--- config.mk ---
export PLATFORM = sky130hd
export DESIGN_NAME = sector_deblock_controller
export DESIGN_NICKNAME = d
export VERILOG_FILES = /design/src/rtl/sdc_pkg.sv /design/src/rtl/sector_deblock_controller.sv
export SDC_FILE = /design/constraint.sdc
export NUM_CORES = 1
export LEC_CHECK = 0
export BUFFER_PORTS_ARGS = -buffer_cell sky130_fd_sc_hd__buf_2
export CAP_MARGIN = 20
export CORE_ASPECT_RATIO = 1.25
export CORE_MARGIN = 4
export CORE_UTILIZATION = 65
export CTS_BUF_LIST = sky130_fd_sc_hd__clkbuf_8
export CTS_CLUSTER_SIZE = 8
export DETAILED_ROUTE_END_ITERATION = 12
export PLACE_DENSITY = 0.95
export SLEW_MARGIN = 20
export SYNTH_ARGS = -nofsm -noshare
export SYNTH_HDL_FRONTEND = slang
export SYNTH_SLANG_ARGS = --single-unit
--- constraint.sdc ---
create_clock -name i_clk -period 11 [get_ports i_clk]
set_input_delay 0 -clock i_clk [delete_from_list [all_inputs] [get_ports i_clk]]
set_output_delay 0 -clock i_clk [all_outputs]
set_load 0.1 [all_outputs]
--- src/rtl/sdc_pkg.sv ---
`timescale 1ns / 1ps

package sdc_pkg;

    localparam int STEP_W = 5;
    localparam int CFG_IDX_W = 1;
    localparam int CFG_DATA_W = 3;

    localparam logic [CFG_IDX_W-1:0] REG_RECORD_SHIFT = 1'd0;
    localparam logic [CFG_IDX_W-1:0] REG_RECORD_MASK = 1'd1;

    localparam logic [1:0] RESET_RECORD_SHIFT = 2'd2;
    localparam logic [2:0] RESET_RECORD_MASK = 3'd3;

    localparam logic [1:0] KIND_READ = 2'd0;
    localparam logic [1:0] KIND_WRITE = 2'd1;
    localparam logic [1:0] KIND_FLUSH = 2'd2;
    localparam logic [1:0] KIND_DONE = 2'd3;

    localparam logic [1:0] WT_NORMAL = 2'd0;
    localparam logic [1:0] WT_DIRECTORY = 2'd1;
    localparam logic [1:0] WT_UNALLOC = 2'd2;

    localparam logic [1:0] ACT_WRITE = 2'd0;
    localparam logic [1:0] ACT_READ = 2'd1;
    localparam logic [1:0] ACT_COPY = 2'd2;
    localparam logic [1:0] ACT_FINISH = 2'd3;

    typedef struct packed {
        logic [1:0]  kind;
        logic [1:0]  write_type;
        logic [3:0]  disk;
        logic [15:0] track;
        logic [7:0]  record;
        logic        disk_error;
    } t_in_item;

    typedef struct packed {
        logic [1:0]  action;
        logic [3:0]  cmd_disk;
        logic [15:0] cmd_track;
        logic [7:0]  cmd_sector;
        logic [2:0]  record_offset;
        logic        failed;
        logic        last;
    } t_out_item;

    typedef enum logic [1:0] {
        PH_IDLE,
        PH_WRITEBACK,
        PH_PREREAD,
        PH_FLUSH
    } t_phase;

    typedef enum logic [3:0] {
        C_NONE,
        C_ALWAYS,
        C_CPL,
        C_PH0,
        C_PH1,
        C_PH2,
        C_FLUSH,
        C_DIRTY,
        C_HIT,
        C_PRE,
        C_ERR,
        C_DIRWR
    } t_cond;

    typedef enum logic [2:0] {
        EM_NONE,
        EM_WB,
        EM_READ,
        EM_COPY,
        EM_FIN_OK,
        EM_FIN_ERR
    } t_emit;

    typedef enum logic [2:0] {
        OP_NONE,
        OP_INSTALL,
        OP_DIRTY_IF_WR,
        OP_CLR_DIRTY,
        OP_INVALIDATE
    } t_op;

    typedef struct packed {
        t_cond             cond;
        logic              inv;
        logic [STEP_W-1:0] target;
        t_emit             emit;
        t_op               op;
        logic              phase_we;
        t_phase            phase;
        logic              last;
        logic              done;
    } t_uop;

    localparam logic [STEP_W-1:0] L_INSTALL = 5'd5;
    localparam logic [STEP_W-1:0] L_COPY = 5'd7;
    localparam logic [STEP_W-1:0] L_DIR_WB = 5'd9;
    localparam logic [STEP_W-1:0] L_MISS_WB = 5'd10;
    localparam logic [STEP_W-1:0] L_FLUSH = 5'd11;
    localparam logic [STEP_W-1:0] L_CPL = 5'd13;
    localparam logic [STEP_W-1:0] L_FIN_ERR = 5'd16;
    localparam logic [STEP_W-1:0] L_CPL_WB = 5'd17;
    localparam logic [STEP_W-1:0] L_CPL_RD = 5'd19;
    localparam logic [STEP_W-1:0] L_END = 5'd21;

    function automatic t_uop mk(
        input t_cond             cond,
        input logic              inv,
        input logic [STEP_W-1:0] target,
        input t_emit             emit,
        input t_op               op,
        input logic              phase_we,
        input t_phase            phase,
        input logic              last,
        input logic              done
    );
        t_uop u;
        u.cond = cond;
        u.inv = inv;
        u.target = target;
        u.emit = emit;
        u.op = op;
        u.phase_we = phase_we;
        u.phase = phase;
        u.last = last;
        u.done = done;
        return u;
    endfunction

    function automatic t_uop uop_rom(input logic [STEP_W-1:0] addr);
        t_uop u;
        case (addr)
            5'd0:  u = mk(C_CPL, 1'b0, L_CPL, EM_NONE, OP_NONE, 1'b0, PH_IDLE, 1'b0, 1'b0);
            5'd1:  u = mk(C_PH0, 1'b1, L_END, EM_NONE, OP_NONE, 1'b0, PH_IDLE, 1'b0, 1'b0);
            5'd2:  u = mk(C_FLUSH, 1'b0, L_FLUSH, EM_NONE, OP_NONE, 1'b0, PH_IDLE, 1'b0, 1'b0);
            5'd3:  u = mk(C_HIT, 1'b0, L_COPY, EM_NONE, OP_NONE, 1'b0, PH_IDLE, 1'b0, 1'b0);
            5'd4:  u = mk(C_DIRTY, 1'b0, L_MISS_WB, EM_NONE, OP_NONE, 1'b0, PH_IDLE,
                          1'b0, 1'b0);
            5'd5:  u = mk(C_PRE, 1'b1, L_COPY, EM_NONE, OP_INSTALL, 1'b0, PH_IDLE,
                          1'b0, 1'b0);
            5'd6:  u = mk(C_NONE, 1'b0, L_END, EM_READ, OP_NONE, 1'b1, PH_PREREAD,
                          1'b1, 1'b1);
            5'd7:  u = mk(C_DIRWR, 1'b0, L_DIR_WB, EM_COPY, OP_DIRTY_IF_WR, 1'b0, PH_IDLE,
                          1'b0, 1'b0);
            5'd8:  u = mk(C_NONE, 1'b0, L_END, EM_FIN_OK, OP_NONE, 1'b1, PH_IDLE,
                          1'b1, 1'b1);
            5'd9:  u = mk(C_NONE, 1'b0, L_END, EM_WB, OP_CLR_DIRTY, 1'b1, PH_FLUSH,
                          1'b1, 1'b1);
            5'd10: u = mk(C_NONE, 1'b0, L_END, EM_WB, OP_CLR_DIRTY, 1'b1, PH_WRITEBACK,
                          1'b1, 1'b1);
            5'd11: u = mk(C_DIRTY, 1'b0, L_DIR_WB, EM_NONE, OP_NONE, 1'b0, PH_IDLE,
                          1'b0, 1'b0);
            5'd12: u = mk(C_NONE, 1'b0, L_END, EM_FIN_OK, OP_NONE, 1'b1, PH_IDLE,
                          1'b1, 1'b1);
            5'd13: u = mk(C_PH1, 1'b0, L_CPL_WB, EM_NONE, OP_NONE, 1'b0, PH_IDLE,
                          1'b0, 1'b0);
            5'd14: u = mk(C_PH2, 1'b0, L_CPL_RD, EM_NONE, OP_NONE, 1'b0, PH_IDLE,
                          1'b0, 1'b0);
            5'd15: u = mk(C_PH0, 1'b0, L_END, EM_NONE, OP_NONE, 1'b0, PH_IDLE, 1'b0, 1'b0);
            5'd16: u = mk(C_NONE, 1'b0, L_END, EM_FIN_ERR, OP_NONE, 1'b1, PH_IDLE,
                          1'b1, 1'b1);
            5'd17: u = mk(C_ERR, 1'b0, L_FIN_ERR, EM_NONE, OP_NONE, 1'b0, PH_IDLE,
                          1'b0, 1'b0);
            5'd18: u = mk(C_ALWAYS, 1'b0, L_INSTALL, EM_NONE, OP_NONE, 1'b0, PH_IDLE,
                          1'b0, 1'b0);
            5'd19: u = mk(C_ERR, 1'b1, L_COPY, EM_NONE, OP_NONE, 1'b0, PH_IDLE, 1'b0, 1'b0);
            5'd20: u = mk(C_NONE, 1'b0, L_END, EM_FIN_ERR, OP_INVALIDATE, 1'b1, PH_IDLE,
                          1'b1, 1'b1);
            default: u = mk(C_NONE, 1'b0, L_END, EM_NONE, OP_NONE, 1'b0, PH_IDLE,
                            1'b0, 1'b1);
        endcase
        return u;
    endfunction

endpackage

--- src/rtl/sector_deblock_controller.sv ---
`timescale 1ns / 1ps

// Channel    Direction  Handshake                 Payload
// in         to block   i_in_valid / o_in_stall   i_in_data  (t_in_item)
// out        from block o_out_valid / i_out_stall o_out_data (t_out_item)
// cfg        to block   i_cfg_we                  i_cfg_index, i_cfg_data
//
// An item is accepted and then runs three to eight steps of the microcode program,
// one step a cycle except where a step waits for the output register.
// A step that produces a beat waits while the output register is full and stalled.
// Reset is synchronous and active low; it empties the buffer and the output register.
// o_in_stall is high from acceptance until the program for that item ends.

module sector_deblock_controller
    import sdc_pkg::*;
(
    input  logic                  i_clk,
    input  logic                  i_rst_n,
    input  logic                  i_in_valid,
    output logic                  o_in_stall,
    input  t_in_item              i_in_data,
    output logic                  o_out_valid,
    input  logic                  i_out_stall,
    output t_out_item             o_out_data,
    input  logic                  i_cfg_we,
    input  logic [CFG_IDX_W-1:0]  i_cfg_index,
    input  logic [CFG_DATA_W-1:0] i_cfg_data
);

    logic [1:0]        r_record_shift;
    logic [2:0]        r_record_mask;

    logic              r_run;
    logic [STEP_W-1:0] r_step;
    logic [1:0]        r_kind;
    logic              r_err;

    logic              r_valid;
    logic              r_dirty;
    logic [3:0]        r_buf_disk;
    logic [15:0]       r_buf_track;
    logic [7:0]        r_buf_sector;

    logic [3:0]        r_run_count;
    logic [3:0]        r_run_disk;
    logic [15:0]       r_run_track;
    logic [7:0]        r_run_record;

    t_phase            r_phase;
    logic [1:0]        r_pend_kind;
    logic              r_pend_pre;
    logic              r_pend_dir;
    logic [2:0]        r_pend_offset;
    logic [3:0]        r_pend_disk;
    logic [15:0]       r_pend_track;
    logic [7:0]        r_pend_sector;

    logic              r_out_valid;
    t_out_item         r_out;

    logic              n_run;
    logic [STEP_W-1:0] n_step;
    logic              n_out_valid;
    t_out_item         n_out;

    t_uop              uop;
    logic              cond_val;
    logic              fire;
    logic              in_acc;
    logic              take_req;

    logic              run_load;
    logic [3:0]        run_cnt0;
    logic [3:0]        run_disk0;
    logic [15:0]       run_track0;
    logic [7:0]        run_rec0;
    logic              run_match;
    logic [3:0]        n_run_count;
    logic [7:0]        n_run_record;
    logic              n_pend_pre;

    assign o_in_stall = r_run;
    assign o_out_valid = r_out_valid;
    assign o_out_data = r_out;

    assign in_acc = i_in_valid && !r_run;
    assign take_req = in_acc && i_in_data.kind != KIND_DONE && r_phase == PH_IDLE;

    assign uop = uop_rom(r_step);

    always_comb begin
        case (uop.cond)
            C_NONE:   cond_val = 1'b0;
            C_ALWAYS: cond_val = 1'b1;
            C_CPL:    cond_val = r_kind == KIND_DONE;
            C_PH0:    cond_val = r_phase == PH_IDLE;
            C_PH1:    cond_val = r_phase == PH_WRITEBACK;
            C_PH2:    cond_val = r_phase == PH_PREREAD;
            C_FLUSH:  cond_val = r_kind == KIND_FLUSH;
            C_DIRTY:  cond_val = r_dirty;
            C_HIT:    cond_val = r_valid && r_buf_disk == r_pend_disk
                                 && r_buf_track == r_pend_track
                                 && r_buf_sector == r_pend_sector;
            C_PRE:    cond_val = r_pend_pre;
            C_ERR:    cond_val = r_err;
            C_DIRWR:  cond_val = r_pend_kind == KIND_WRITE && r_pend_dir;
            default:  cond_val = 1'b0;
        endcase
    end

    assign fire = r_run && (uop.emit == EM_NONE || !r_out_valid || !i_out_stall);

    always_comb begin
        n_run = r_run;
        n_step = r_step;
        if (in_acc) begin
            n_run = 1'b1;
            n_step = '0;
        end else if (fire) begin
            n_step = (cond_val ^ uop.inv) ? uop.target : r_step + 1'b1;
            if (uop.done) begin
                n_run = 1'b0;
            end
        end
    end

    always_comb begin
        n_out = '0;
        n_out.last = uop.last;
        case (uop.emit)
            EM_WB: begin
                n_out.action = ACT_WRITE;
                n_out.cmd_disk = r_buf_disk;
                n_out.cmd_track = r_buf_track;
                n_out.cmd_sector = r_buf_sector;
            end
            EM_READ: begin
                n_out.action = ACT_READ;
                n_out.cmd_disk = r_buf_disk;
                n_out.cmd_track = r_buf_track;
                n_out.cmd_sector = r_buf_sector;
            end
            EM_COPY: begin
                n_out.action = ACT_COPY;
                n_out.record_offset = r_pend_offset;
            end
            EM_FIN_OK: begin
                n_out.action = ACT_FINISH;
            end
            EM_FIN_ERR: begin
                n_out.action = ACT_FINISH;
                n_out.failed = r_err;
            end
            default: begin
                n_out = '0;
            end
        endcase
        n_out_valid = r_out_valid && i_out_stall;
        if (fire && uop.emit != EM_NONE) begin
            n_out_valid = 1'b1;
        end
    end

    always_comb begin
        run_load = i_in_data.kind == KIND_WRITE && i_in_data.write_type == WT_UNALLOC;
        run_cnt0 = run_load ? {1'b0, r_record_mask} + 4'd1 : r_run_count;
        run_disk0 = run_load ? i_in_data.disk : r_run_disk;
        run_track0 = run_load ? i_in_data.track : r_run_track;
        run_rec0 = run_load ? i_in_data.record : r_run_record;
        run_match = i_in_data.disk == run_disk0 && i_in_data.track == run_track0
                    && i_in_data.record == run_rec0;
        n_run_count = run_cnt0;
        n_run_record = run_rec0;
        n_pend_pre = 1'b1;
        if (i_in_data.kind == KIND_WRITE && run_cnt0 != 4'd0) begin
            if (run_match) begin
                n_run_count = run_cnt0 - 4'd1;
                n_run_record = run_rec0 + 8'd1;
                n_pend_pre = 1'b0;
            end else begin
                n_run_count = 4'd0;
            end
        end
    end

    always_ff @(posedge i_clk) begin
        if (!i_rst_n) begin
            r_record_shift <= RESET_RECORD_SHIFT;
            r_record_mask <= RESET_RECORD_MASK;
            r_run <= 1'b0;
            r_step <= '0;
            r_out_valid <= 1'b0;
            r_valid <= 1'b0;
            r_dirty <= 1'b0;
            r_run_count <= 4'd0;
            r_phase <= PH_IDLE;
            r_pend_kind <= KIND_READ;
        end else begin
            if (i_cfg_we) begin
                case (i_cfg_index)
                    REG_RECORD_SHIFT: r_record_shift <= i_cfg_data[1:0];
                    REG_RECORD_MASK:  r_record_mask <= i_cfg_data;
                    default: begin
                    end
                endcase
            end
            r_run <= n_run;
            r_step <= n_step;
            r_out_valid <= n_out_valid;
            if (take_req) begin
                r_pend_kind <= i_in_data.kind;
                if (i_in_data.kind == KIND_WRITE) begin
                    r_run_count <= n_run_count;
                end
            end
            if (fire) begin
                if (uop.phase_we) begin
                    r_phase <= uop.phase;
                end
                case (uop.op)
                    OP_INSTALL: begin
                        r_valid <= 1'b1;
                        r_dirty <= 1'b0;
                    end
                    OP_DIRTY_IF_WR: begin
                        if (r_pend_kind == KIND_WRITE) begin
                            r_dirty <= 1'b1;
                        end
                    end
                    OP_CLR_DIRTY:  r_dirty <= 1'b0;
                    OP_INVALIDATE: r_valid <= 1'b0;
                    default: begin
                    end
                endcase
            end
        end
    end

    always_ff @(posedge i_clk) begin
        if (in_acc) begin
            r_kind <= i_in_data.kind;
            r_err <= i_in_data.disk_error;
        end
        if (take_req && i_in_data.kind != KIND_FLUSH) begin
            r_pend_disk <= i_in_data.disk;
            r_pend_track <= i_in_data.track;
            r_pend_sector <= i_in_data.record >> r_record_shift;
            r_pend_offset <= i_in_data.record[2:0] & r_record_mask;
            r_pend_pre <= n_pend_pre;
            r_pend_dir <= i_in_data.kind == KIND_WRITE && i_in_data.write_type == WT_DIRECTORY;
            if (i_in_data.kind == KIND_WRITE) begin
                r_run_disk <= run_disk0;
                r_run_track <= run_track0;
                r_run_record <= n_run_record;
            end
        end
        if (fire && uop.op == OP_INSTALL) begin
            r_buf_disk <= r_pend_disk;
            r_buf_track <= r_pend_track;
            r_buf_sector <= r_pend_sector;
        end
        if (fire && uop.emit != EM_NONE) begin
            r_out <= n_out;
        end
    end

    a_dirty_valid: assert property (@(posedge i_clk) disable iff (!i_rst_n)
        r_dirty |-> r_valid)
        else $error("dirty buffer without valid contents");

    a_preread_valid: assert property (@(posedge i_clk) disable iff (!i_rst_n)
        r_phase == PH_PREREAD |-> r_valid)
        else $error("pre-read pending on an invalid buffer");

    a_copy_not_last: assert property (@(posedge i_clk) disable iff (!i_rst_n)
        r_out_valid && r_out.action == ACT_COPY |-> !r_out.last)
        else $error("copy beat marked as last");

    a_start_step: assert property (@(posedge i_clk) disable iff (!i_rst_n)
        i_in_valid && !o_in_stall |=> r_run && r_step == '0)
        else $error("program did not start at step zero");

endmodule

======== Word level (Yosys, flattened, before mapping) ========
Memories as Yosys holds them, arrays and structs flattened. A register that Yosys moved wholly into a read port is not among the register bits.
Cells that the tools add are included.
cells by class
  $add $sub $neg .......................... 4
  equality and inequality tests ........... 37
  shifts and indexed selects .............. 1
  mux-type cells .......................... 21
  bitwise gates (word level) .............. 4
  reductions and logical operators ........ 43
operators by type and width
  kind                 count
  $eq 16x16->1         2
  $mux 8               3
  $logic_and 1x1->1    17
  $eq 4x3->1 const B   4
  $eq 4x4->1 const B   4
  $eq 8x8->1           2
  $mux 16              1
  $mux 4               4
  $mux 5               3
  $reduce_and 2->1     7
  $eq 3x2->1 const B   4
  $pmux 1 s11          1
  $eq 3x3->1 const B   3
  $add 8x1->8 const B  1
  $eq 2x1->1 const B   4
  $eq 2x2->1 const B   4
  $eq 4x2->1 const B   2
  $eq 4x4->1           2
  $reduce_bool 2->1    4
  $reduce_or 2->1      4
  $shr 8x2->8          1
  $eq 3x1->1 const B   2
  $mux 1               6
  $ne 2x2->1 const B   3
  17 further kinds     22
word-level totals
  register bits ........................... 149
  bits in read-only memories .............. 672
  input port bits ......................... 42
  output and inout port bits .............. 37
  word-level logic and storage cells ...... 142
  memories kept ........................... 1
memories
  memory            words  width  read ports  clocked after memory_dff  wr ports  RTL line        text
  (name not given)  32     21     1           1                         0         sdc_pkg.sv:136  case (addr)

======== Longest topological paths before layout ========
Gate-level depths: netlist (run 1).
  depth in word-level cells ............... 9
  mapped depth ............................ 13
  depth with buffers taken out ............ 13

======== Worst setup path after synthesis (run 1) ========
OpenSTA, ideal clock, no wires.
  kind .................................... register to register
  start point ............................. register r_run, in the netlist o_in_stall
  end point ............................... register r_run_count[1]
  setup time .............................. 0.118 ns
  data arrival time ....................... 5.061 ns
  required time ........................... 10.882 ns
  slack ................................... 5.822 ns
  stages on the path, launching flop included .. 7
  buffers on the path ..................... 0
  clock period less this slack ............ 5.178 ns
  cell sequence ........................... dfxtp_1 > nand2b_1 > nor3_1 > nand2_1 > inv_1 > o221ai_1 > o211a_1
between the ends
  longest elaborated chain between the ends .. 5
RTL lines
  what                               RTL line                          text
  start, declared                    sector_deblock_controller.sv:33   logic r_run;
  start signal, assigned             sector_deblock_controller.sv:207  r_run <= n_run;
  $logic_not 1->1                    sector_deblock_controller.sv:86   assign in_acc = i_in_valid && !r_run;
  $logic_and 1x1->1                  sector_deblock_controller.sv:86
  $logic_and 1x1->1 (2 in a row)     sector_deblock_controller.sv:87   assign take_req = in_acc && i_in_data.kind != KIND_DONE && r_phase == PH_IDLE;
  $reduce_and 2->1 (no source line)  -
  end signal, assigned               sector_deblock_controller.sv:213  r_run_count <= n_run_count;
  end, declared                      sector_deblock_controller.sv:44   logic [3:0] r_run_count;
No other way between the ends.
A chain may end at the register's enable or synchronous reset.

======== Worst setup path in the final report (run 1) ========
  start point ............................. register r_pend_track[9]
  end point ............................... register, netlist name uop[4]
between the ends
  longest elaborated chain between the ends .. 8
RTL lines
  what                                  RTL line                          text
  start, declared                       sector_deblock_controller.sv:55   logic [15:0] r_pend_track;
  start signal, assigned                sector_deblock_controller.sv:246  r_pend_track <= i_in_data.track;
  $eq 16x16->1                          sector_deblock_controller.sv:102  && r_buf_track == r_pend_track
  $logic_and 1x1->1                     sector_deblock_controller.sv:102
  $logic_and 1x1->1                     sector_deblock_controller.sv:103  && r_buf_sector == r_pend_sector;
  $pmux 1 s11                           sector_deblock_controller.sv:92   case (uop.cond)
  $xor 1x1->1                           sector_deblock_controller.sv:120  n_step = (cond_val ^ uop.inv) ? uop.target : r_step + 1'b1;
  $mux 5                                sector_deblock_controller.sv:120
  $mux 5 (no source line) (2 in a row)  -
No other way between the ends.

==> results.sh, run 1 <==
export IMPL_wl_met1_um=7590
export IMPL_finalNetCount=815
export IMPL_cts_reportedPaths_clkPinSlew_ps=100
export IMPL_max_stage_delay_ps=640
export IMPL_synth_ff_type="edfxtp_1"
export IMPL_cts_resized_gates=0
export IMPL_ir_drop_mv=0.0955
export IMPL_tightestPinTransition_ps=973
export IMPL_yosysTopAreaCellShare_pct=48.1
export IMPL_antenna_found_initial=0
export IMPL_ant_nets=0
export IMPL_setup_violations_final=0
export IMPL_power_leakage_nw=3.38
export IMPL_hold_class="input port to register"
export IMPL_diodes=0
export IMPL_cp_data_arrival_time_ps=4890
export IMPL_grt_pass1_wl_um=32600
export IMPL_period_share_pct=41.2
export IMPL_synth_edf_count=127
export IMPL_wl_per_cell_um=22.2
export IMPL_slew_viol_final=0
export IMPL_start_util_pct=67.3
export IMPL_ys_top_cells_by_area="edfxtp_1 (48%), dfxtp_1 (11%), xor2_1 (3.5%), xnor2_1 (3.0%), and2_1 (2.9%)"
export IMPL_cts_tree="done"
export IMPL_syn_avg_cell_area_um2=12.6
export IMPL_layout_setup_ws_ps=6460
export IMPL_io_pin_count=79
export IMPL_synthesis_area_um2=7930
export IMPL_yosysMostFrequentCell="edfxtp_1"
export IMPL_cp_end_kind="register"
export IMPL_pwr_density_cell_nw_per_um2=170
export IMPL_clk_path_buf_depth=2
export IMPL_hold_buffers=49
export IMPL_synthSimpleGateAreaFrac_pct=14.7
export IMPL_row_count=44
export IMPL_yosysWarnings=0
export IMPL_grt_use_total_pct=30.2
export IMPL_synth_top_area_cell="edfxtp_1"
export IMPL_numCtsBuffers=17
export IMPL_synth_compound_area_share_pct=10.1
export IMPL_drc=0
export IMPL_path_class="register to register"
export IMPL_grt_start_max_net_pins=45
export IMPL_first_pass_iters=7
export IMPL_grt_pass1_vias=6118
export IMPL_met2_length_um=10500
export IMPL_postSynthCellCount=627
export IMPL_slew_headroom_pct=35.0
export IMPL_dieWidth_um=107
export IMPL_final_min_clock_period_ps=4540
export IMPL_synth_fp_nets=682
export IMPL_rsz0062_at_grt="no"
export IMPL_synth_adder_area_share_pct=2.05
export IMPL_hpwl_um=13400
export IMPL_outcome="finished, final reports clean"
export IMPL_dieArea_um2=14000
export IMPL_synth_xor_area_share_pct=6.52
export IMPL_wl_um=20800
export IMPL_slowest_stage="a31oi_1"
export IMPL_setup_tns_ps=0
export IMPL_finalHoldViolations=0
export IMPL_ys_ff_latch=169
export IMPL_maxCapViolations=0
export IMPL_clk_insertion_delay_late_ps=480
export IMPL_cp_data_required_time_ps=11360
export IMPL_core_area_um2=11800
export IMPL_crit_fanout=6
export IMPL_overflow=0
export IMPL_synth_distinct_cells=80
export IMPL_synthArstFlopShare_pct=0
export IMPL_cts_setup_buffers=0
export IMPL_skew_ps=16.4
export IMPL_vias_per_cell=6.41
export IMPL_fmax_mhz=220
export IMPL_start_kind="register"
export IMPL_cts_sinks=169
export IMPL_die_height_um=131
export IMPL_ys_top_cells_by_count="edfxtp_1 (127), dfxtp_1 (42), nand2_1 (42)"
export IMPL_synth_top_family_by_area="simple AND/OR/NAND/NOR gates"
export IMPL_synthMuxAreaShare_pct=5.73
export IMPL_first_iter_violations=555
export IMPL_gp_congestion=0.988
export IMPL_portBuffers=78
export IMPL_root_buffer="clkbuf_8"
export IMPL_ctsHtreeMaxLevel=4
export IMPL_routed_top_layer="met4"
export IMPL_drive_gt1_share_pct=21.7
export IMPL_cp_cell_sequence="xor2_1 > nor4_1 > nand4_1 > o31ai_4 > nor3_1 > or3_1 > a31oi_1 > inv_2 > ha_1 > o21ai_0 > o31ai_1 > a221o_1"
export IMPL_via_count=5985
export IMPL_area_delta_synth_final_pct=19.0
export IMPL_wl_met3_um=1660
export IMPL_place_ws_ps=6840
export IMPL_ys_seq_area_share_pct=58.7
==> registers in the layout, summed over array words and instances, names as in the netlist, 5 cells and up <==
| signal | flops |
|---|---|
| o_out_data | 35 |
| uop | 20 |
| r_buf_track | 16 |
| r_pend_track | 16 |
| r_run_track | 16 |
| r_buf_sector | 8 |
| r_pend_sector | 8 |
| r_run_record | 8 |
| r_step | 5 |
==> critical path, delay by kind of cell (launching register included) <==
kind | cells | cell delay, ps
compound gates | 5 | 1780
flops | 1 | 450
fa+ha+maj | 1 | 340
xor+xnor | 1 | 190
simple gates | 4 | 1450
buf+inv | 1 | 200
==> layer usage <==
metal | GRT usage (%) | vias to the layer above
met3 | 6.87 | 93
met1 | 36.4 | 2900
met5 | 0 | -
li1 | - | 2610
met4 | 16.1 | 0
met2 | 50.2 | 382
==> through the flow <==
step	area (um^2)	instances	util [%]	power (mW)	hold slack [ps]
2_1_floorplan	7930	627	-	1.01	98.9
3_3_place_gp	8500	853	72.2	1.09	191
3_5_place_dp	8500	853	72.2	1.09	187
4_1_cts	9430	934	80.1	1.59	253
5_1_grt	9430	934	80.1	1.65	276
6_report	9430	934	80.1	1.60	285
==> cell type report <==
class / count / area (um^2)
sequential: 169 / 4650
multi-input combinational: 414 / 3120
fill: 618 / 2350
timing repair buffer: 132 / 918
clock buffer: 17 / 234
clock inverter: 15 / 205
tap: 161 / 201
inverter: 26 / 97.6
==> cells by family after synthesis <==
kind of cell               count (synthesis)
AOI/OAI and AO/OA                        100
xor gates and xnor gates                  59
adders and majority gates                 13
buffers and inverters                     44
DFF                                      169
muxes                                     37
and+or+nand+nor                          205
==> cells in the final DEF (no fill, tap or decap), drive strengths merged, types with 17 or more instances in the layout <==
master / instances
nand2: 42
xnor2: 27
xor2: 32
and2: 37
nand3: 27
edfxtp: 127
mux2: 21
dfxtp: 42
clkbuf: 17
nor2: 22
inv: 34
buf: 83
o21ai: 22
dlygate4sd3: 49
==> worst paths after layout <==
kind / from / endpoint / slack, ps / cells past startpoint
setup / recovery: r_pend_track[9] / uop[4] / 6460 / 12
hold reg to reg: uop[0] / o_in_stall / 410 / 1
hold / removal: i_in_data[0] / r_err / 280 / 2
setup reg to reg: r_pend_track[9] / uop[4] / 6460 / 12
==> where the power goes <==
part           switching, mW  leakage (nW)  internal [mW]  total, mW
Combinational          0.239          1.70          0.110      0.349
Clock                  0.258         0.221          0.235      0.493
Sequential            0.0343          1.46          0.727      0.762
Note: power is estimated with default switching activity, not from simulation.
==> run 2: changes to the inputs <==
--- a/config.mk
+++ b/config.mk
@@ -9,11 +9,11 @@
 export CAP_MARGIN = 20
 export CORE_ASPECT_RATIO = 1.25
 export CORE_MARGIN = 4
-export CORE_UTILIZATION = 65
+export CORE_UTILIZATION = 61
 export CTS_BUF_LIST = sky130_fd_sc_hd__clkbuf_8
 export CTS_CLUSTER_SIZE = 8
 export DETAILED_ROUTE_END_ITERATION = 12
-export PLACE_DENSITY = 0.95
+export PLACE_DENSITY = 0.94
 export SLEW_MARGIN = 20
 export SYNTH_ARGS = -nofsm -noshare
 export SYNTH_HDL_FRONTEND = slang
==> constraint.sdc (replaced) <==
create_clock -name i_clk -period 4.6 [get_ports i_clk]
set_input_delay 0 -clock i_clk [delete_from_list [all_inputs] [get_ports i_clk]]
set_output_delay 0 -clock i_clk [all_outputs]
set_load 0.1 [all_outputs]
==> results.sh, run 2 (synthesized netlist as in run 1, its figures left out) <==
export IMPL_outcome="finished, final reports clean"
export IMPL_gp_congestion=0.939
export IMPL_setup_violations_final=0
export IMPL_cp_data_required_time_ps=4950
export IMPL_grt_pass1_wl_um=31300
export IMPL_clock_power_share_pct=26.7
export IMPL_path_class="register to register"
export IMPL_finalNetCount=818
export IMPL_cts_setup_buffers=0
export IMPL_fmax_mhz=248
export IMPL_core_area_um2=12700
export IMPL_wl_per_cell_um=21.0
export IMPL_wl_um=19800
export IMPL_p_switching_mw=1.22
export IMPL_p_int_mw=2.39
export IMPL_power_leakage_nw=3.35
export IMPL_drc=0
export IMPL_r2r_start="r_buf_sector[0]"
export IMPL_slew_viol_final=0
export IMPL_tightestPinTransition_ps=842
export IMPL_diodes=0
export IMPL_seqPwrFrac_pct=50.4
export IMPL_min_from="i_in_data[4]"
export IMPL_cp_end_kind="register"
export IMPL_r2r_end="uop[13]"
export IMPL_setup_tns_ps=0
export IMPL_cp_data_arrival_time_ps=4380
export IMPL_ir_drop_mv=0.278
export IMPL_skew_ps=11.4
export IMPL_via_count=5840
export IMPL_power_frac_comb_pct=22.9
export IMPL_finalHoldViolations=0
export IMPL_drive_gt1_share_pct=21.8
export IMPL_first_pass_iters=10
export IMPL_cts_reportedPaths_clkPinSlew_ps=100
export IMPL_numCtsBuffers=17
export IMPL_io_pin_count=79
export IMPL_ctsHtreeMaxLevel=4
export IMPL_row_count=46
export IMPL_dieArea_um2=14900
export IMPL_grt_start_max_net_pins=37
export IMPL_period_share_pct=87.5
export IMPL_clk_insertion_delay_late_ps=470
export IMPL_reg2reg_depth=12
export IMPL_reg2reg_slack_ps=570
export IMPL_grt_pass1_vias=6031
export IMPL_area_delta_synth_final_pct=18.3
export IMPL_ant_nets=0
export IMPL_hold_path_depth=2
export IMPL_clk_path_buf_depth=2
export IMPL_cts_tree="done"
export IMPL_place_ws_ps=671
export IMPL_pwr_density_cell_nw_per_um2=385
export IMPL_cts_sinks=169
export IMPL_startpoint="r_buf_sector[0]"
export IMPL_start_util_pct=62.3
export IMPL_final_min_clock_period_ps=4030
export IMPL_power_total_mw=3.61
export IMPL_crit_fanout=7
export IMPL_maxCapViolations=0
export IMPL_die_height_um=135
export IMPL_seq_area_um2=4650
export IMPL_largest_reg_flops=35
export IMPL_switching_share_pct=33.9
export IMPL_hold_class="input port to register"
export IMPL_grt_use_total_pct=28.2
export IMPL_dieWidth_um=110
export IMPL_hpwl_um=13200
export IMPL_fillerInstances=773
export IMPL_final_common_cell="edfxtp_1"
export IMPL_first_iter_violations=487
export IMPL_portBuffers=78
export IMPL_multi_input_area_um2=3130
export IMPL_rsz0062_at_grt="no"
export IMPL_antenna_found_initial=0
export IMPL_overflow=0
export IMPL_layout_setup_ws_ps=573
export IMPL_start_kind="register"
export IMPL_vias_per_cell=6.19
export IMPL_root_buffer="clkbuf_8"
export IMPL_whs_endpoint="r_pend_sector[3]"
export IMPL_final_cell_mix="edfxtp_1 (127), buf_2 (78), dlygate4sd3_1 (48)"
export IMPL_slew_headroom_pct=43.7
==> run 2: cell types whose count changed in the layout (fill, tap and decap cells not counted), sizes merged <==
| cell | delta |
|---|---|
| buf | +4 |
| bufinv | -3 |
| clkinv | +3 |
| inv | -3 |
| clkinvlp | +2 |
| dlygate4sd3 | -1 |
==> run 2: worst max path at each step <==
stage | slack (ps) | depth (start not counted) | endpoint
2_1_floorplan | 610 | 6 | r_run_count[1]
3_3_place_gp | 920 | 12 | uop[13]
3_5_place_dp | 670 | 12 | uop[13]
4_1_cts | 660 | 12 | uop[13]
5_1_grt | 440 | 12 | uop[13]
6_report | 570 | 12 | uop[13]
==> run 2: layout make-up <==
cell class                      instances  area share (%)
Inverter                               26            1.04
Multi-Input combinational cell        414            33.4
Tap cell                              168            2.24
Clock buffer                           17            2.49
Sequential cell                       169            49.6
Clock inverter                         14            1.23
Timing Repair Buffer                  135            10.0
==> run 2: per-stage QoR <==
stage	utilization, %	hold WS (ps)	area, um^2	instances
finish	73.7	54.5	9380	943
global route	73.7	48.5	9380	943
floorplan	-	98.9	7930	627
CTS	73.7	33.2	9380	943
detailed placement	67.2	179	8550	864
global placement	67.2	185	8550	864
==> run 2: routing by layer <==
layer | global-route usage (%) | share of wire (%) | up-vias
li1 | - | - | 2622
met1 | 31.9 | 34 | 2768
met2 | 47.9 | 52 | 365
met3 | 6.53 | 8.3 | 85
met4 | 17.1 | 5.8 | 0
met5 | 0 | 0 | -
==> run 2: what timing repair did <==
item                       CTS  global route
setup endpoints to repair    0             0
gates resized for setup      0             0
hold endpoints to repair    68             0
hold buffers                48             0
==> run 2: worst max-delay path, stage by stage, from the launching register on <==
cell and delay [ps]:
edfxtp_1 460, xor2_1 190, nor4_1 490, nand4_1 270
o31a_1 430, nand3_1 150, nand3_1 140, a31oi_1 540
inv_1 200, ha_1 450, or3_1 390, a21oi_1 130
mux2i_1 80
==> run 2: power groups by stage <==
stage / logic (mW) / registers, mW / clock network [mW]
2_1_floorplan: 0.424 / 2.00 / 0
3_3_place_gp: 0.740 / 1.84 / 0
3_5_place_dp: 0.766 / 1.85 / 0
4_1_cts: 0.805 / 1.81 / 0.956
5_1_grt: 0.880 / 1.83 / 1.04
6_report: 0.827 / 1.82 / 0.963
==> run 3: changes to the inputs <==
--- a/config.mk
+++ b/config.mk
@@ -9,11 +9,11 @@
 export CAP_MARGIN = 20
 export CORE_ASPECT_RATIO = 1.25
 export CORE_MARGIN = 4
-export CORE_UTILIZATION = 61
-export CTS_BUF_LIST = sky130_fd_sc_hd__clkbuf_8
+export CORE_UTILIZATION = 59
+export CTS_BUF_LIST = sky130_fd_sc_hd__clkbuf_4 sky130_fd_sc_hd__clkbuf_8 sky130_fd_sc_hd__clkbuf_16
 export CTS_CLUSTER_SIZE = 8
 export DETAILED_ROUTE_END_ITERATION = 12
-export PLACE_DENSITY = 0.94
+export PLACE_DENSITY = 0.92
 export SLEW_MARGIN = 20
 export SYNTH_ARGS = -nofsm -noshare
 export SYNTH_HDL_FRONTEND = slang
==> results.sh, run 3 (synthesized netlist as in run 1, its figures left out) <==
export IMPL_outcome="finished, final reports clean"
export IMPL_gp_congestion=0.921
export IMPL_start_kind="register"
export IMPL_seq_area_um2=4650
export IMPL_ant_nets=0
export IMPL_antenna_found_initial=0
export IMPL_grt_pass1_wl_um=31700
export IMPL_pwr_density_cell_nw_per_um2=432
export IMPL_slew_headroom_pct=45.4
export IMPL_wl_um=20200
export IMPL_drc=0
export IMPL_via_count=5783
export IMPL_wl_per_cell_um=21.5
export IMPL_cts_setup_buffers=0
export IMPL_multi_input_area_um2=3130
export IMPL_io_pin_count=79
export IMPL_cts_resized_gates=0
export IMPL_die_height_um=138
export IMPL_period_share_pct=90.5
export IMPL_finalHoldViolations=0
export IMPL_core_area_um2=13200
export IMPL_hpwl_um=12900
export IMPL_setup_tns_ps=0
export IMPL_power_leakage_nw=3.44
export IMPL_finalNetCount=810
export IMPL_cp_end_kind="register"
export IMPL_reg2reg_slack_ps=440
export IMPL_fmax_mhz=240
export IMPL_start_util_pct=59.9
export IMPL_root_buffer="clkbuf_16"
export IMPL_skew_ps=15.6
export IMPL_final_cells=939
export IMPL_first_iter_violations=441
export IMPL_numCtsBuffers=17
export IMPL_clk_insertion_delay_late_ps=440
export IMPL_drive_gt1_share_pct=22.0
export IMPL_ctsHtreeMaxLevel=4
export IMPL_grt_use_total_pct=27.0
export IMPL_dpl_cell_area_um2=8540
export IMPL_grt_start_max_net_pins=37
export IMPL_grt_pass1_vias=5970
export IMPL_dp_cells=866
export IMPL_overflow=0
export IMPL_final_common_cell="edfxtp_1"
export IMPL_hold_class="input port to register"
export IMPL_cp_data_arrival_time_ps=4480
export IMPL_slew_viol_final=0
export IMPL_rsz0062_at_grt="no"
export IMPL_clk_path_buf_depth=2
export IMPL_diodes=0
export IMPL_cts_reportedPaths_clkPinSlew_ps=70
export IMPL_crit_fanout=7
export IMPL_final_cell_mix="edfxtp_1 (127), buf_2 (78), nand2_1 (42), dfxtp_1 (42), dlygate4sd3_1 (41)"
export IMPL_setup_violations_final=0
export IMPL_row_count=47
export IMPL_vias_per_cell=6.16
export IMPL_fin_area_um2=9570
export IMPL_area_delta_synth_final_pct=20.7
export IMPL_largest_reg_flops=35
export IMPL_dieWidth_um=112
export IMPL_dieArea_um2=15400
export IMPL_portBuffers=78
export IMPL_first_pass_iters=5
export IMPL_path_class="register to register"
export IMPL_cts_tree="done"
export IMPL_cp_data_required_time_ps=4920
export IMPL_tightestPinTransition_ps=818
export IMPL_maxCapViolations=0
export IMPL_fillerInstances=820
export IMPL_cts_sinks=169
export IMPL_ir_drop_mv=0.241
export IMPL_power_total_mw=4.13
export IMPL_holdWs_ps=16.3
export IMPL_final_min_clock_period_ps=4160
export IMPL_hold_buffers=41
## run 3: cell types whose count changed in the layout (fill, tap and decap cells not counted), sizes merged
cell	delta
bufinv	+2
clkinv	-1
buf	-1
inv	+1
clkinvlp	-1
dlygate4sd3	-7
## run 3: worst paths after layout
kind                                        from          endpoint  cells after the start
worst max-delay path            r_pend_sector[2]           uop[13]                     12
worst max register to register  r_pend_sector[2]           uop[13]                     12
worst min register to register            uop[0]        o_in_stall                      1
worst min-delay path                i_in_data[8]  r_pend_sector[7]                      2
## run 3: area by class of cell
type | count | area share, %
repair buffers | 127 | 9.00
well taps | 171 | 2.24
flip-flops and latches | 169 | 48.7
multi-input cells | 414 | 32.7
clock inverters | 15 | 1.95
inverters | 26 | 1.02
clock buffers | 17 | 4.45
## run 3: through the flow
stage	setup slack, ps	util, %
after floorplan	613	-
final	438	72.3
after CTS	590	72.3
after global routing	148	72.3
after detailed placement	748	64.6
after global placement	872	64.6
## run 3: report_power, final
| part | switching [mW] | internal (mW) | total [mW] | leakage (nW) |
|---|---|---|---|---|
| combinational | 0.560 | 0.260 | 0.820 | 1.69 |
| clock | 0.667 | 0.825 | 1.49 | 0.294 |
| sequential | 0.0820 | 1.74 | 1.82 | 1.46 |
| total | 1.31 | 2.83 | 4.13 | 3.44 |
## run 3: routing by layer
metal  vias to the layer above  part of all wire, %  GRT usage (%)
met1                      2770                   36           30.7
met4                         0                  4.8           14.9
li1                       2609                    -              -
met2                       321                   51           46.8
met5                         -                    0              0
met3                        83                  8.1           7.03
## run 3: critical path: stages, from the launching register on
cell and delay, ps:
edfxtp_1 460, xor2_1 220, nor4_1 500, and4_1 370
a2111oi_4 130, nor3_1 380, nand3_1 190, a31oi_1 530
inv_1 220, ha_1 440, or3_1 390, a21oi_1 130
mux2i_1 80
